## src/sct_pkg.sv

```systemverilog
// Shared types and constants for the shell command tokenizer.
// Depends on nothing; sct_lex, sct_obuf and the top file refer to it by scoped names.
`default_nettype none

package sct_pkg;

  // Result event codes
  typedef enum logic [3:0] {
    K_BYTE     = 4'd0,
    K_WEND     = 4'd1,
    K_PIPE     = 4'd2,
    K_OROR     = 4'd3,
    K_AMP      = 4'd4,
    K_ANDAND   = 4'd5,
    K_SEMI     = 4'd6,
    K_LESS     = 4'd7,
    K_GREAT    = 4'd8,
    K_DGREAT   = 4'd9,
    K_ERRGREAT = 4'd10,
    K_END      = 4'd11,
    K_OPEN_SQ  = 4'd12,
    K_OPEN_DQ  = 4'd13
  } kind_t;

  // Lexer states
  typedef enum logic [3:0] {
    S_IDLE  = 4'd0,
    S_WORD  = 4'd1,
    S_TWO   = 4'd2,
    S_PIPE  = 4'd3,
    S_AMP   = 4'd4,
    S_GREAT = 4'd5,
    S_SQ    = 4'd6,
    S_DQ    = 4'd7,
    S_DQ_BS = 4'd8
  } state_t;

  // Bytes with a meaning to the lexer
  localparam logic [7:0] CH_SPACE  = 8'h20;
  localparam logic [7:0] CH_TAB    = 8'h09;
  localparam logic [7:0] CH_PIPE   = 8'h7C;
  localparam logic [7:0] CH_LT     = 8'h3C;
  localparam logic [7:0] CH_GT     = 8'h3E;
  localparam logic [7:0] CH_AMP    = 8'h26;
  localparam logic [7:0] CH_SEMI   = 8'h3B;
  localparam logic [7:0] CH_SQUOTE = 8'h27;
  localparam logic [7:0] CH_DQUOTE = 8'h22;
  localparam logic [7:0] CH_TWO    = 8'h32;
  localparam logic [7:0] CH_BSLASH = 8'h5C;

  // Most events one request can cause
  localparam int unsigned RES_MAX = 3;

  typedef struct packed {
    kind_t      kind;
    logic [7:0] byte_out;
    logic       quoted;
    logic       last;
  } res_t;

  // Events produced by one request, in order, with their count
  typedef struct packed {
    logic [1:0]             count;
    res_t [RES_MAX-1:0]     res;
  } batch_t;

endpackage

`default_nettype wire

```

## src/sct_if.sv

```systemverilog
// Valid/ready channel interfaces for the tokenizer's byte input and event output.
// Depends on nothing.
`default_nettype none

interface sct_in_if;
  logic       valid;
  logic       ready;
  logic [7:0] ch;
  logic       line_end;

  modport source (output valid, output ch, output line_end, input ready);
  modport sink   (input valid, input ch, input line_end, output ready);
endinterface

interface sct_out_if;
  logic       valid;
  logic       ready;
  logic [3:0] kind;
  logic [7:0] byte_out;
  logic       quoted;
  logic       last;

  modport source (output valid, output kind, output byte_out, output quoted,
                  output last, input ready);
  modport sink   (input valid, input kind, input byte_out, input quoted,
                  input last, output ready);
endinterface

`default_nettype wire

```

## src/sct_lex.sv

```systemverilog
// Input register, lexer state register and the one-step lexer logic.
// Depends on sct_pkg and sct_in_if.
`default_nettype none

module sct_lex (
  input  wire logic           clk,
  input  wire logic           rst_n,
  sct_in_if.sink              in_bus,
  input  wire logic           take,      // result buffer accepts a batch now
  output sct_pkg::batch_t     batch,
  output logic                batch_vld
);

  typedef struct packed {
    logic              hit;
    sct_pkg::res_t     res;
    sct_pkg::state_t   nxt;
  } start_t;

  logic            vld_r;
  logic [7:0]      ch_r;
  logic            eol_r;
  sct_pkg::state_t state_r;
  sct_pkg::state_t state_nxt;
  logic            advance;
  start_t          st;

  function automatic sct_pkg::res_t mk(input sct_pkg::kind_t k, input logic [7:0] b,
                                       input logic q, input logic l);
    sct_pkg::res_t r;
    r.kind     = k;
    r.byte_out = b;
    r.quoted   = q;
    r.last     = l;
    return r;
  endfunction

  function automatic logic is_sep(input logic [7:0] c);
    return (c == sct_pkg::CH_SPACE) || (c == sct_pkg::CH_TAB) ||
           (c == sct_pkg::CH_PIPE)  || (c == sct_pkg::CH_LT)  ||
           (c == sct_pkg::CH_GT)    || (c == sct_pkg::CH_AMP) ||
           (c == sct_pkg::CH_SEMI)  || (c == sct_pkg::CH_SQUOTE) ||
           (c == sct_pkg::CH_DQUOTE);
  endfunction

  // Byte seen between tokens: at most one event
  function automatic start_t start_token(input logic [7:0] c);
    start_t s;
    s.hit = 1'b0;
    s.res = mk(sct_pkg::K_BYTE, 8'h00, 1'b0, 1'b0);
    s.nxt = sct_pkg::S_IDLE;
    case (c)
      sct_pkg::CH_SPACE, sct_pkg::CH_TAB: s.nxt = sct_pkg::S_IDLE;
      sct_pkg::CH_PIPE:   s.nxt = sct_pkg::S_PIPE;
      sct_pkg::CH_AMP:    s.nxt = sct_pkg::S_AMP;
      sct_pkg::CH_GT:     s.nxt = sct_pkg::S_GREAT;
      sct_pkg::CH_SEMI: begin
        s.hit = 1'b1;
        s.res = mk(sct_pkg::K_SEMI, 8'h00, 1'b0, 1'b0);
      end
      sct_pkg::CH_LT: begin
        s.hit = 1'b1;
        s.res = mk(sct_pkg::K_LESS, 8'h00, 1'b0, 1'b0);
      end
      sct_pkg::CH_SQUOTE: s.nxt = sct_pkg::S_SQ;
      sct_pkg::CH_DQUOTE: s.nxt = sct_pkg::S_DQ;
      sct_pkg::CH_TWO:    s.nxt = sct_pkg::S_TWO;
      default: begin
        s.hit = 1'b1;
        s.res = mk(sct_pkg::K_BYTE, c, 1'b0, 1'b0);
        s.nxt = sct_pkg::S_WORD;
      end
    endcase
    return s;
  endfunction

  // Input stage: holds one request until its events move to the result buffer
  assign advance      = vld_r && take;
  assign in_bus.ready = !vld_r || take;
  assign batch_vld    = vld_r;

  always_ff @(posedge clk) begin
    if (!rst_n) begin
      vld_r   <= 1'b0;
      state_r <= sct_pkg::S_IDLE;
    end else begin
      if (in_bus.valid && in_bus.ready) begin
        vld_r <= 1'b1;
      end else if (advance) begin
        vld_r <= 1'b0;
      end
      if (advance) begin
        state_r <= state_nxt;
      end
    end
  end

  always_ff @(posedge clk) begin
    if (in_bus.valid && in_bus.ready) begin
      ch_r  <= in_bus.ch;
      eol_r <= in_bus.line_end;
    end
  end

  // One lexer step: events and next state
  always_comb begin
    st            = start_token(ch_r);
    state_nxt     = state_r;
    batch.count   = 2'd0;
    batch.res[0]  = mk(sct_pkg::K_BYTE, 8'h00, 1'b0, 1'b0);
    batch.res[1]  = mk(sct_pkg::K_BYTE, 8'h00, 1'b0, 1'b0);
    batch.res[2]  = mk(sct_pkg::K_BYTE, 8'h00, 1'b0, 1'b0);
    if (eol_r) begin
      state_nxt = sct_pkg::S_IDLE;
      case (state_r)
        sct_pkg::S_WORD: begin
          batch.res[0] = mk(sct_pkg::K_WEND, 8'h00, 1'b0, 1'b0);
          batch.res[1] = mk(sct_pkg::K_END, 8'h00, 1'b0, 1'b1);
          batch.count  = 2'd2;
        end
        sct_pkg::S_TWO: begin
          batch.res[0] = mk(sct_pkg::K_BYTE, sct_pkg::CH_TWO, 1'b0, 1'b0);
          batch.res[1] = mk(sct_pkg::K_WEND, 8'h00, 1'b0, 1'b0);
          batch.res[2] = mk(sct_pkg::K_END, 8'h00, 1'b0, 1'b1);
          batch.count  = 2'd3;
        end
        sct_pkg::S_PIPE: begin
          batch.res[0] = mk(sct_pkg::K_PIPE, 8'h00, 1'b0, 1'b0);
          batch.res[1] = mk(sct_pkg::K_END, 8'h00, 1'b0, 1'b1);
          batch.count  = 2'd2;
        end
        sct_pkg::S_AMP: begin
          batch.res[0] = mk(sct_pkg::K_AMP, 8'h00, 1'b0, 1'b0);
          batch.res[1] = mk(sct_pkg::K_END, 8'h00, 1'b0, 1'b1);
          batch.count  = 2'd2;
        end
        sct_pkg::S_GREAT: begin
          batch.res[0] = mk(sct_pkg::K_GREAT, 8'h00, 1'b0, 1'b0);
          batch.res[1] = mk(sct_pkg::K_END, 8'h00, 1'b0, 1'b1);
          batch.count  = 2'd2;
        end
        sct_pkg::S_SQ: begin
          batch.res[0] = mk(sct_pkg::K_OPEN_SQ, 8'h00, 1'b0, 1'b1);
          batch.count  = 2'd1;
        end
        sct_pkg::S_DQ, sct_pkg::S_DQ_BS: begin
          batch.res[0] = mk(sct_pkg::K_OPEN_DQ, 8'h00, 1'b0, 1'b1);
          batch.count  = 2'd1;
        end
        default: begin
          batch.res[0] = mk(sct_pkg::K_END, 8'h00, 1'b0, 1'b1);
          batch.count  = 2'd1;
        end
      endcase
    end else begin
      case (state_r)
        sct_pkg::S_WORD: begin
          if (is_sep(ch_r)) begin
            batch.res[0] = mk(sct_pkg::K_WEND, 8'h00, 1'b0, 1'b0);
            batch.res[1] = st.res;
            batch.count  = 2'd1 + {1'b0, st.hit};
            state_nxt    = st.nxt;
          end else begin
            batch.res[0] = mk(sct_pkg::K_BYTE, ch_r, 1'b0, 1'b0);
            batch.count  = 2'd1;
          end
        end
        sct_pkg::S_TWO: begin
          batch.res[0] = mk(sct_pkg::K_BYTE, sct_pkg::CH_TWO, 1'b0, 1'b0);
          if (ch_r == sct_pkg::CH_GT) begin
            batch.res[0] = mk(sct_pkg::K_ERRGREAT, 8'h00, 1'b0, 1'b0);
            batch.count  = 2'd1;
            state_nxt    = sct_pkg::S_IDLE;
          end else if (is_sep(ch_r)) begin
            batch.res[1] = mk(sct_pkg::K_WEND, 8'h00, 1'b0, 1'b0);
            batch.res[2] = st.res;
            batch.count  = 2'd2 + {1'b0, st.hit};
            state_nxt    = st.nxt;
          end else begin
            batch.res[1] = mk(sct_pkg::K_BYTE, ch_r, 1'b0, 1'b0);
            batch.count  = 2'd2;
            state_nxt    = sct_pkg::S_WORD;
          end
        end
        sct_pkg::S_PIPE: begin
          if (ch_r == sct_pkg::CH_PIPE) begin
            batch.res[0] = mk(sct_pkg::K_OROR, 8'h00, 1'b0, 1'b0);
            batch.count  = 2'd1;
            state_nxt    = sct_pkg::S_IDLE;
          end else begin
            batch.res[0] = mk(sct_pkg::K_PIPE, 8'h00, 1'b0, 1'b0);
            batch.res[1] = st.res;
            batch.count  = 2'd1 + {1'b0, st.hit};
            state_nxt    = st.nxt;
          end
        end
        sct_pkg::S_AMP: begin
          if (ch_r == sct_pkg::CH_AMP) begin
            batch.res[0] = mk(sct_pkg::K_ANDAND, 8'h00, 1'b0, 1'b0);
            batch.count  = 2'd1;
            state_nxt    = sct_pkg::S_IDLE;
          end else begin
            batch.res[0] = mk(sct_pkg::K_AMP, 8'h00, 1'b0, 1'b0);
            batch.res[1] = st.res;
            batch.count  = 2'd1 + {1'b0, st.hit};
            state_nxt    = st.nxt;
          end
        end
        sct_pkg::S_GREAT: begin
          if (ch_r == sct_pkg::CH_GT) begin
            batch.res[0] = mk(sct_pkg::K_DGREAT, 8'h00, 1'b0, 1'b0);
            batch.count  = 2'd1;
            state_nxt    = sct_pkg::S_IDLE;
          end else begin
            batch.res[0] = mk(sct_pkg::K_GREAT, 8'h00, 1'b0, 1'b0);
            batch.res[1] = st.res;
            batch.count  = 2'd1 + {1'b0, st.hit};
            state_nxt    = st.nxt;
          end
        end
        sct_pkg::S_SQ: begin
          batch.count = 2'd1;
          if (ch_r == sct_pkg::CH_SQUOTE) begin
            batch.res[0] = mk(sct_pkg::K_WEND, 8'h00, 1'b1, 1'b0);
            state_nxt    = sct_pkg::S_IDLE;
          end else begin
            batch.res[0] = mk(sct_pkg::K_BYTE, ch_r, 1'b0, 1'b0);
          end
        end
        sct_pkg::S_DQ: begin
          if (ch_r == sct_pkg::CH_DQUOTE) begin
            batch.res[0] = mk(sct_pkg::K_WEND, 8'h00, 1'b0, 1'b0);
            batch.count  = 2'd1;
            state_nxt    = sct_pkg::S_IDLE;
          end else if (ch_r == sct_pkg::CH_BSLASH) begin
            state_nxt    = sct_pkg::S_DQ_BS;
          end else begin
            batch.res[0] = mk(sct_pkg::K_BYTE, ch_r, 1'b0, 1'b0);
            batch.count  = 2'd1;
          end
        end
        sct_pkg::S_DQ_BS: begin
          // only a quote or a backslash is unescaped; else keep the backslash
          state_nxt = sct_pkg::S_DQ;
          if ((ch_r == sct_pkg::CH_DQUOTE) || (ch_r == sct_pkg::CH_BSLASH)) begin
            batch.res[0] = mk(sct_pkg::K_BYTE, ch_r, 1'b0, 1'b0);
            batch.count  = 2'd1;
          end else begin
            batch.res[0] = mk(sct_pkg::K_BYTE, sct_pkg::CH_BSLASH, 1'b0, 1'b0);
            batch.res[1] = mk(sct_pkg::K_BYTE, ch_r, 1'b0, 1'b0);
            batch.count  = 2'd2;
          end
        end
        default: begin
          batch.res[0] = st.res;
          batch.count  = {1'b0, st.hit};
          state_nxt    = st.nxt;
        end
      endcase
    end
  end

endmodule

`default_nettype wire

```

## src/sct_obuf.sv

```systemverilog
// Result buffer: holds the events of one request and hands them out one per cycle while out_bus.ready is high.
// Depends on sct_pkg and sct_out_if.
`default_nettype none

module sct_obuf (
  input  wire logic           clk,
  input  wire logic           rst_n,
  input  wire logic           load,      // batch moves in this cycle
  input  wire sct_pkg::batch_t batch,
  output logic                take,      // buffer can accept a batch now
  sct_out_if.source           out_bus
);

  sct_pkg::res_t [sct_pkg::RES_MAX-1:0] res_r;
  logic [1:0]    cnt_r;   // events still to deliver
  logic [1:0]    idx_r;   // next event to deliver
  logic          pop;
  sct_pkg::res_t head;

  assign pop  = (cnt_r != 2'd0) && out_bus.ready;
  assign take = (cnt_r == 2'd0) || ((cnt_r == 2'd1) && out_bus.ready);
  assign head = res_r[idx_r];

  assign out_bus.valid    = (cnt_r != 2'd0);
  assign out_bus.kind     = head.kind;
  assign out_bus.byte_out = head.byte_out;
  assign out_bus.quoted   = head.quoted;
  assign out_bus.last     = head.last;

  // Count and read pointer
  always_ff @(posedge clk) begin
    if (!rst_n) begin
      cnt_r <= 2'd0;
      idx_r <= 2'd0;
    end else if (load) begin
      cnt_r <= batch.count;
      idx_r <= 2'd0;
    end else if (pop) begin
      cnt_r <= cnt_r - 2'd1;
      idx_r <= idx_r + 2'd1;
    end
  end

  // Event payloads
  always_ff @(posedge clk) begin
    if (load) begin
      res_r <= batch.res;
    end
  end

endmodule

`default_nettype wire

```

## src/shell_command_tokenizer.sv

```systemverilog
// Streaming shell command line tokenizer: one byte or line end per request in,
// token events out. Depends on sct_pkg, sct_if, sct_lex and sct_obuf.
//
// A request enters an input register; combinational lexer logic turns it into
// zero to three events that move as a group into a result buffer, which
// presents them one per cycle while the consumer is ready. A request causing
// at most one event keeps a rate of one request per cycle while the consumer
// is ready; one causing more holds the next request until the buffer hands out
// the last of them. Each passes the input register, then the result buffer.
// Events of a line stream out before a quote error can be known; an event
// with last set (end, open single, open double) closes the line, and the
// consumer drops the line when it is an open-quote error.
`default_nettype none

module shell_command_tokenizer (
  input  wire logic  clk,
  input  wire logic  rst_n,
  sct_in_if.sink     in_bus,
  sct_out_if.source  out_bus
);

  sct_pkg::batch_t batch;
  logic            batch_vld;
  logic            take;

  sct_lex u_lex (
    .clk       (clk),
    .rst_n     (rst_n),
    .in_bus    (in_bus),
    .take      (take),
    .batch     (batch),
    .batch_vld (batch_vld)
  );

  sct_obuf u_obuf (
    .clk     (clk),
    .rst_n   (rst_n),
    .load    (batch_vld && take),
    .batch   (batch),
    .take    (take),
    .out_bus (out_bus)
  );

  // Only end and open-quote events close a line
  a_last_kind: assert property (@(posedge clk) disable iff (!rst_n)
    (out_bus.valid && out_bus.last) |->
      ((out_bus.kind == sct_pkg::K_END) || (out_bus.kind == sct_pkg::K_OPEN_SQ) ||
       (out_bus.kind == sct_pkg::K_OPEN_DQ)))
    else $error("last set on a non-final event");

  // Byte field is zero except on word bytes
  a_byte_zero: assert property (@(posedge clk) disable iff (!rst_n)
    (out_bus.valid && (out_bus.kind != sct_pkg::K_BYTE)) |-> (out_bus.byte_out == 8'h00))
    else $error("byte field set on a non-byte event");

  // Quoted flag only on a word end
  a_quoted_wend: assert property (@(posedge clk) disable iff (!rst_n)
    (out_bus.valid && out_bus.quoted) |-> (out_bus.kind == sct_pkg::K_WEND))
    else $error("quoted flag on an event other than word end");

  // Input stalls only while a request waits for the result buffer
  a_stall_cause: assert property (@(posedge clk) disable iff (!rst_n)
    !in_bus.ready |-> (batch_vld && !take))
    else $error("input stalled without a waiting request");

endmodule

`default_nettype wire
```

## src/flat_wrapper.sv

```systemverilog
// flat-port wrapper written by rule: the top's interface ports become plain ports
module shell_command_tokenizer_flat 
  (clk, rst_n, in_bus_valid, in_bus_ch, in_bus_line_end, in_bus_ready, out_bus_valid, out_bus_kind, out_bus_byte_out, out_bus_quoted, out_bus_last, out_bus_ready);
  sct_in_if in_bus_i ();
  sct_out_if out_bus_i ();
  input  wire logic clk;
  input  wire logic rst_n;
  input wire logic [$bits(in_bus_i.valid)-1:0] in_bus_valid;
  input wire logic [$bits(in_bus_i.ch)-1:0] in_bus_ch;
  input wire logic [$bits(in_bus_i.line_end)-1:0] in_bus_line_end;
  output wire logic [$bits(in_bus_i.ready)-1:0] in_bus_ready;
  output wire logic [$bits(out_bus_i.valid)-1:0] out_bus_valid;
  output wire logic [$bits(out_bus_i.kind)-1:0] out_bus_kind;
  output wire logic [$bits(out_bus_i.byte_out)-1:0] out_bus_byte_out;
  output wire logic [$bits(out_bus_i.quoted)-1:0] out_bus_quoted;
  output wire logic [$bits(out_bus_i.last)-1:0] out_bus_last;
  input wire logic [$bits(out_bus_i.ready)-1:0] out_bus_ready;
  assign in_bus_i.valid = in_bus_valid;
  assign in_bus_i.ch = in_bus_ch;
  assign in_bus_i.line_end = in_bus_line_end;
  assign in_bus_ready = in_bus_i.ready;
  assign out_bus_valid = out_bus_i.valid;
  assign out_bus_kind = out_bus_i.kind;
  assign out_bus_byte_out = out_bus_i.byte_out;
  assign out_bus_quoted = out_bus_i.quoted;
  assign out_bus_last = out_bus_i.last;
  assign out_bus_i.ready = out_bus_ready;
  shell_command_tokenizer u_core (.clk(clk), .rst_n(rst_n), .in_bus(in_bus_i), .out_bus(out_bus_i));
endmodule
```

## config.mk

```make
export PLATFORM = sky130hd
export DESIGN_NAME = shell_command_tokenizer_flat
export DESIGN_NICKNAME = d
export VERILOG_FILES = /design/src/sct_pkg.sv /design/src/sct_if.sv /design/src/sct_lex.sv /design/src/sct_obuf.sv /design/src/shell_command_tokenizer.sv /design/src/flat_wrapper.sv
export SDC_FILE = /design/constraint.sdc
export NUM_CORES = 1
export LEC_CHECK = 0
export ABC_AREA = 1
export BUFFER_PORTS_ARGS = -buffer_cell sky130_fd_sc_hd__buf_2
export CORE_ASPECT_RATIO = 0.7
export CORE_MARGIN = 2
export CORE_UTILIZATION = 46
export CTS_BUF_LIST = sky130_fd_sc_hd__clkbuf_16
export DETAILED_ROUTE_END_ITERATION = 16
export GPL_TIMING_DRIVEN = 0
export HOLD_SLACK_MARGIN = 0.1
export PLACE_DENSITY = 0.68
export SLEW_MARGIN = 10
export SYNTH_ARGS = -nofsm -noshare
export SYNTH_HDL_FRONTEND = slang
export SYNTH_SLANG_ARGS = --single-unit
```

## constraint.sdc

```tcl
create_clock -name clk -period 3.89 [get_ports clk]
set_input_delay 0 -clock clk [delete_from_list [all_inputs] [get_ports clk]]
set_output_delay 0 -clock clk [all_outputs]
set_load 0.005 [all_outputs]
```

# Word-level counts from Yosys, hierarchy flattened
# Index checks and enable logic that the tools add are counted.
# op_classes
n_reduce_logical,26
order_cmp,1
eq_ne,23
bitwise,1
muxes,52
addsub,4
# ops
operator,n
14-bit 2-to-1 mux,8
14-bit case mux with 8 select lines,1
14-bit case mux with 7 select lines,1
14-bit case mux with 6 select lines,1
11-bit 2-to-1 mux,6
"8-bit by 6-bit equality test with 1-bit output, second input constant",8
15-bit case mux with 3 select lines,1
44-bit 2-to-1 mux,1
4-bit 2-to-1 mux,10
4-bit case mux with 8 select lines,1
10-bit 2-to-1 mux,3
14-bit binary-select mux with 2-bit select,1
28-bit 2-to-1 mux,1
14-bit case mux with 2 select lines,1
3-bit case mux with 7 select lines,1
2-bit 2-to-1 mux,9
"4-bit by 3-bit equality test with 1-bit output, second input constant",4
"8-bit by 7-bit equality test with 1-bit output, second input constant",2
2-bit case mux with 8 select lines,1
1-bit logical OR,11
"4-bit by 2-bit equality test with 1-bit output, second input constant",2
"8-bit by 4-bit equality test with 1-bit output, second input constant",1
4-bit OR reduction,2
8-bit OR reduction,1
19 further kinds,29
# word_totals
out_inout_bits,16
wordCells,125
in_bits,13
ff_bits,60

# Longest topological paths before layout
# depth
depth_word,14
mapped_depth,14
mapped_depth_nobuf,14

# By module
# From an unflattened synthesis, not the netlist that was laid out.
# hier_totals
hier_cells,463
hier_area_um2,3737.3
# by_module_without_submodules
module,instances,area_each_um2,seq_area_each_um2,cells_each
sct_obuf,1,1911.8,1341.3,146
sct_lex,1,1818.0,370.4,315
shell_command_tokenizer,1,7.5,0.0,2

# Least setup slack after synthesis
# OpenSTA, ideal clock, no wires.
# synth_path
kind,reg-to-reg
startpoint,register u_core.u_obuf.cnt_r[0]
endpoint,register u_core.u_obuf.cnt_r[1]
slack_ns,0.710
n_path_buf,0
required_ns,3.771
synth_period_minus_slack_ns,3.180
setup_ns,0.119
stages_incl_launch_ff,10
t_arrival_ns,3.061
path_cell_list,dfxtp_1 > inv_1 > ha_1 > a21oi_1 > nor2_1 > inv_1 > nor3_1 > nand2_1 > nand2_1 > a21oi_1
# synth_via
elab_chain_cells,5
word_cells_on_any_way,11
classes_between,1 x add/sub; 1 x eq/ne; 2 x mux; 7 x reduce/logical
# synth_rtl
item,line_no,text
"start, declared",sct_obuf.sv:15,logic [1:0] cnt_r;
"start signal, assigned",sct_obuf.sv:36,cnt_r <= batch.count;
"start signal, assigned",sct_obuf.sv:39,cnt_r <= cnt_r - 2'd1;
2-bit by 1-bit equality test with 1-bit output,sct_obuf.sv:21,assign take = (cnt_r == 2'd0) || ((cnt_r == 2'd1) && out_bus.ready);
1-bit logical AND,sct_obuf.sv:21,
1-bit logical OR *,sct_obuf.sv:21,
1-bit logical AND *,--,
named net u_core.u_lex.advance,sct_lex.sv:25,logic advance;
2-bit 2-to-1 mux or 2-bit nonzero test (tied branches),--,
# Mark *: on every way through the listed nets, which the timed path passes. The rest lies on a longest branch. The select of a mux whose other input is x is not followed.
# A chain may end at the register's enable or synchronous reset.

# Worst setup path in the final report
# layout_path
startpoint,register u_core.u_lex.ch_r[0]
endpoint,"register u_core.u_obuf.res_r[22] (netlist bit), data pin"
# layout_via
elab_chain_cells,13
word_cells_on_any_way,31
classes_between,11 x eq/ne; 10 x mux; 10 x reduce/logical
# layout_rtl
item,line_no,text
"start, declared",sct_lex.sv:21,logic [7:0] ch_r;
"start signal, assigned",sct_lex.sv:100,ch_r <= in_bus.ch;
8-bit by 6-bit equality test with 1-bit output or 8-bit by 4-bit equality test with 1-bit output (tied branches),"sct_lex.sv:39, sct_lex.sv:52",
1-bit logical OR (2 in a row),sct_lex.sv:39,return (c == sct_pkg::CH_SPACE) || (c == sct_pkg::CH_TAB) ||
1-bit logical OR (2 in a row),sct_lex.sv:40,(c == sct_pkg::CH_PIPE) || (c == sct_pkg::CH_LT) ||
1-bit logical OR (2 in a row),sct_lex.sv:41,(c == sct_pkg::CH_GT) || (c == sct_pkg::CH_AMP) ||
1-bit logical OR (2 in a row),sct_lex.sv:42,(c == sct_pkg::CH_SEMI) || (c == sct_pkg::CH_SQUOTE) ||
11-bit 2-to-1 mux,sct_lex.sv:174,end else if (is_sep(ch_r)) begin
28-bit 2-to-1 mux,sct_lex.sv:170,if (ch_r == sct_pkg::CH_GT) begin
14-bit case mux with 6 select lines *,sct_lex.sv:156,case (state_r)
44-bit 2-to-1 mux *,sct_lex.sv:113,if (eol_r) begin
"end signal, assigned",sct_obuf.sv:47,res_r <= batch.res;
"end, declared",sct_obuf.sv:14,sct_pkg::res_t [sct_pkg::RES_MAX-1:0] res_r;
# Every way passes the cells marked *; elsewhere a longest branch is shown, timed or not.

==> flow_summary.toml <==
[clock_tree]
cts.repair.resized = 0
clockBufferDepth = 2
tritoncts = "done"
htreeDepth = 2
root_buffer = "clkbuf_16"
clkTransAtPathRegs_ns = 0.08
cts_sinks = 56
cts_made_buffers = 5
insertion_delay_ns = 0.30
post_cts_buffers = 0

[floorplan]
core_sq_um = 7250
die_w_microns = 107
rows = 26
initial_core_util_pct = 47.0
die_area_sq_um = 8130
die_h_microns = 76.0
ios = 29

[yosys]
synth_top_area_share_pct = 41.4
synth_area_per_cell_sq_um = 7.89
synthesis.area_sq_um = 3410
synth_area_leader_cell = "edfxtp_1"
synth_ff_type = "edfxtp_1"
netlist_top_cells_area = "edfxtp_1 41%, nand2_1 12%, nor2_1 7.3%"
synth_edf_count = 47
synthArstFlopShare_pct = 0
yosysUniqueCellTypes = 42
yosysWarnings = 0
ys_seq_elements = 56
ys_seq_area_share_pct = 46.7
syn_inst = 432

[pwr]
power_density_nw_per_um2 = 451
irDropWorstVdd_v = 0.000205
power_leakage_nw = 1.75
power_mw = 1.79

[routing]
post_drt_wl_per_cell_microns = 15.1
wl_microns = 8850
viasPerCell = 5.23
drc = 0
drtIter0Drc = 296
antenna_left = 0
vias = 3058
firstDrtPassIters = 4

[global_route]
track_usage_pct = 22.6
grt_pass1_wl_microns = 14200
grt_pass1_vias = 2694
grt_start_max_net_pins = 34
grt-ovfl-total = 0
antenna_found_initial = 0

[sta]
finalCritPeriodShare_pct = 61.7
rsz0062_at_grt = "false"
finalCriticalPeriod_ns = 2.40
fmax_mhz = 417
slew_violations = 0
worst_slew_pin_slew_ns = 0.550
slew_headroom_pct = 63.1
finClkSkew_ns = 0.0106
setup_viol = 0
hold_viol_final = 0
holdWs_ns = 0.117

[run_status]
status = "finished clean"

[critical_path]
arrival_ns = 2.42
critPathRequiredTime_ns = 3.91
end_kind = "flop"
start_kind = "flop"
critical_path_class = "flop to flop"
cp_cell_sequence = "inv_1 -> nand2_1 -> nor2_1 -> nand2_2 -> nand2_2 -> nor2_4 -> nand3_1 -> inv_1 -> o21ai_2 -> nand3_2 -> nand2_1 -> nor2_1"
critPathMaxFanout = 8
crit_path_max_incr_delay_ns = 0.46
worst_path_max_delay_cell = "edfxtp_1"

[final_layout]
final_nets = 501
final_common_cell = "nand2_1"
syn2layout_area_growth_pct = 16.7
drive_gt1_share_pct = 17.0
antennaDiodeCount = 0
layout_common_cells = "106 x nand2_1, 65 x nor2_1, 47 x edfxtp_1"

[placed_design]
portBuffers = 28
hpwl_microns = 6810
place_congestion = 0.940

[job]
max_cap_violations = 0

[hold_path]
hold_class = "input pin to flop"
-- repair_timing --
action | CTS | global route
endpoints found under the hold margin | 18 | 0
hold buffers | 11 | 0
endpoints found under the setup margin | 0 | 0
-- worst paths after layout --
check / start / to / slack [ns] / cells past startpoint
max: u_core.u_lex.ch_r[0] / u_core.u_obuf.res_r[22] / 1.49 / 12
min: out_bus_ready / u_core.u_obuf.idx_r[0] / 0.12 / 5
max reg2reg: u_core.u_lex.ch_r[0] / u_core.u_obuf.res_r[22] / 1.49 / 12
min reg2reg: u_core.u_lex.state_r[3] / u_core.u_lex.state_r[3] / 0.53 / 2
-- where the power goes --
part           switching, mW  internal (mW)  total [mW]  leakage (nW)
logic                  0.332          0.193       0.525          1.15
registers             0.0478          0.775       0.823         0.519
clock network          0.207          0.238       0.445        0.0754
-- cells in the mapped netlist (2+ instances only) --
master      n
nand2_4     3
nor4_1      2
clkbuf_1    7
nand3_1    23
inv_2      10
a31oi_1     4
nand2_2     7
nor2_4      4
o211ai_1    2
o21ai_0    11
nand3_2     5
edfxtp_1   47
dfxtp_1     9
inv_1      40
nor2_2      7
nor2_1     66
a21oi_1    27
clkinv_1    2
o22ai_1     4
nand4_1     5
o31ai_1    11
buf_2       2
ha_1        2
nor3_1      5
nand4_2     2
nand2_1   106
o21ai_1     4
-- through the flow --
step	TNS (ns)	instances	instance area, sq um	worst slack (ns)	utilization (%)
finish	0	585	3980	1.49	54.8
global route	0	585	3980	1.39	54.8
CTS	0	585	3980	1.57	54.8
detailed placement	0	566	3730	1.59	51.4
global placement	-0.447	565	3700	-0.251	51.0
floorplan	0	439	3440	0.710	-
-- final cells by class --
class                   count  area [sq um]
fillers                   697          3280
inverters                  53           201
clock buffers               5           125
multi-input cells         320          1610
flip-flops and latches     56          1590
plain buffers              10          40.0
well taps                  98           123
repair buffers             40           270
clock inverters             3          17.5
-- logic make-up after synthesis --
| kind of cell | count (synthesis) | synth area share [%] |
|---|---|---|
| flops | 56 | 46.7 |
| compound gates | 68 | 11.7 |
| simple gates | 241 | 33.5 |
| buf+inv | 63 | 7.08 |
| other cells | 1 | 0.110 |
| fa+ha+maj | 2 | 0.734 |
| xor+xnor | 1 | 0.257 |
-- registers in the layout, summed over array words and instances, names as in the netlist --
register and flops:
u_core.u_lex.eol_r 1, u_core.u_obuf.res_r 38, u_core.u_lex.batch_vld 1, u_core.u_obuf.cnt_r 2, u_core.u_lex.ch_r 8, u_core.u_lex.state_r 4
u_core.u_obuf.idx_r 2
-- per-layer routing --
layer  GRT usage (%)  vias to the layer above  part of all wire, %
met2            32.6                      119                   43
met3            2.99                       11                  6.7
met1            35.9                     1390                   49
met5               0                        -                    0
met4            5.06                        0                 0.96
li1                -                     1538                    -
-- worst max-delay path, delay by kind of cell, from the launching register on --
kind,cells,cell delay (ns)
and+or+nand+nor,9,1.25
DFF,1,0.46
buffers and inverters,2,0.31
AOI/OAI and AO/OA,1,0.09
Power figures use the tool's default switching activity.
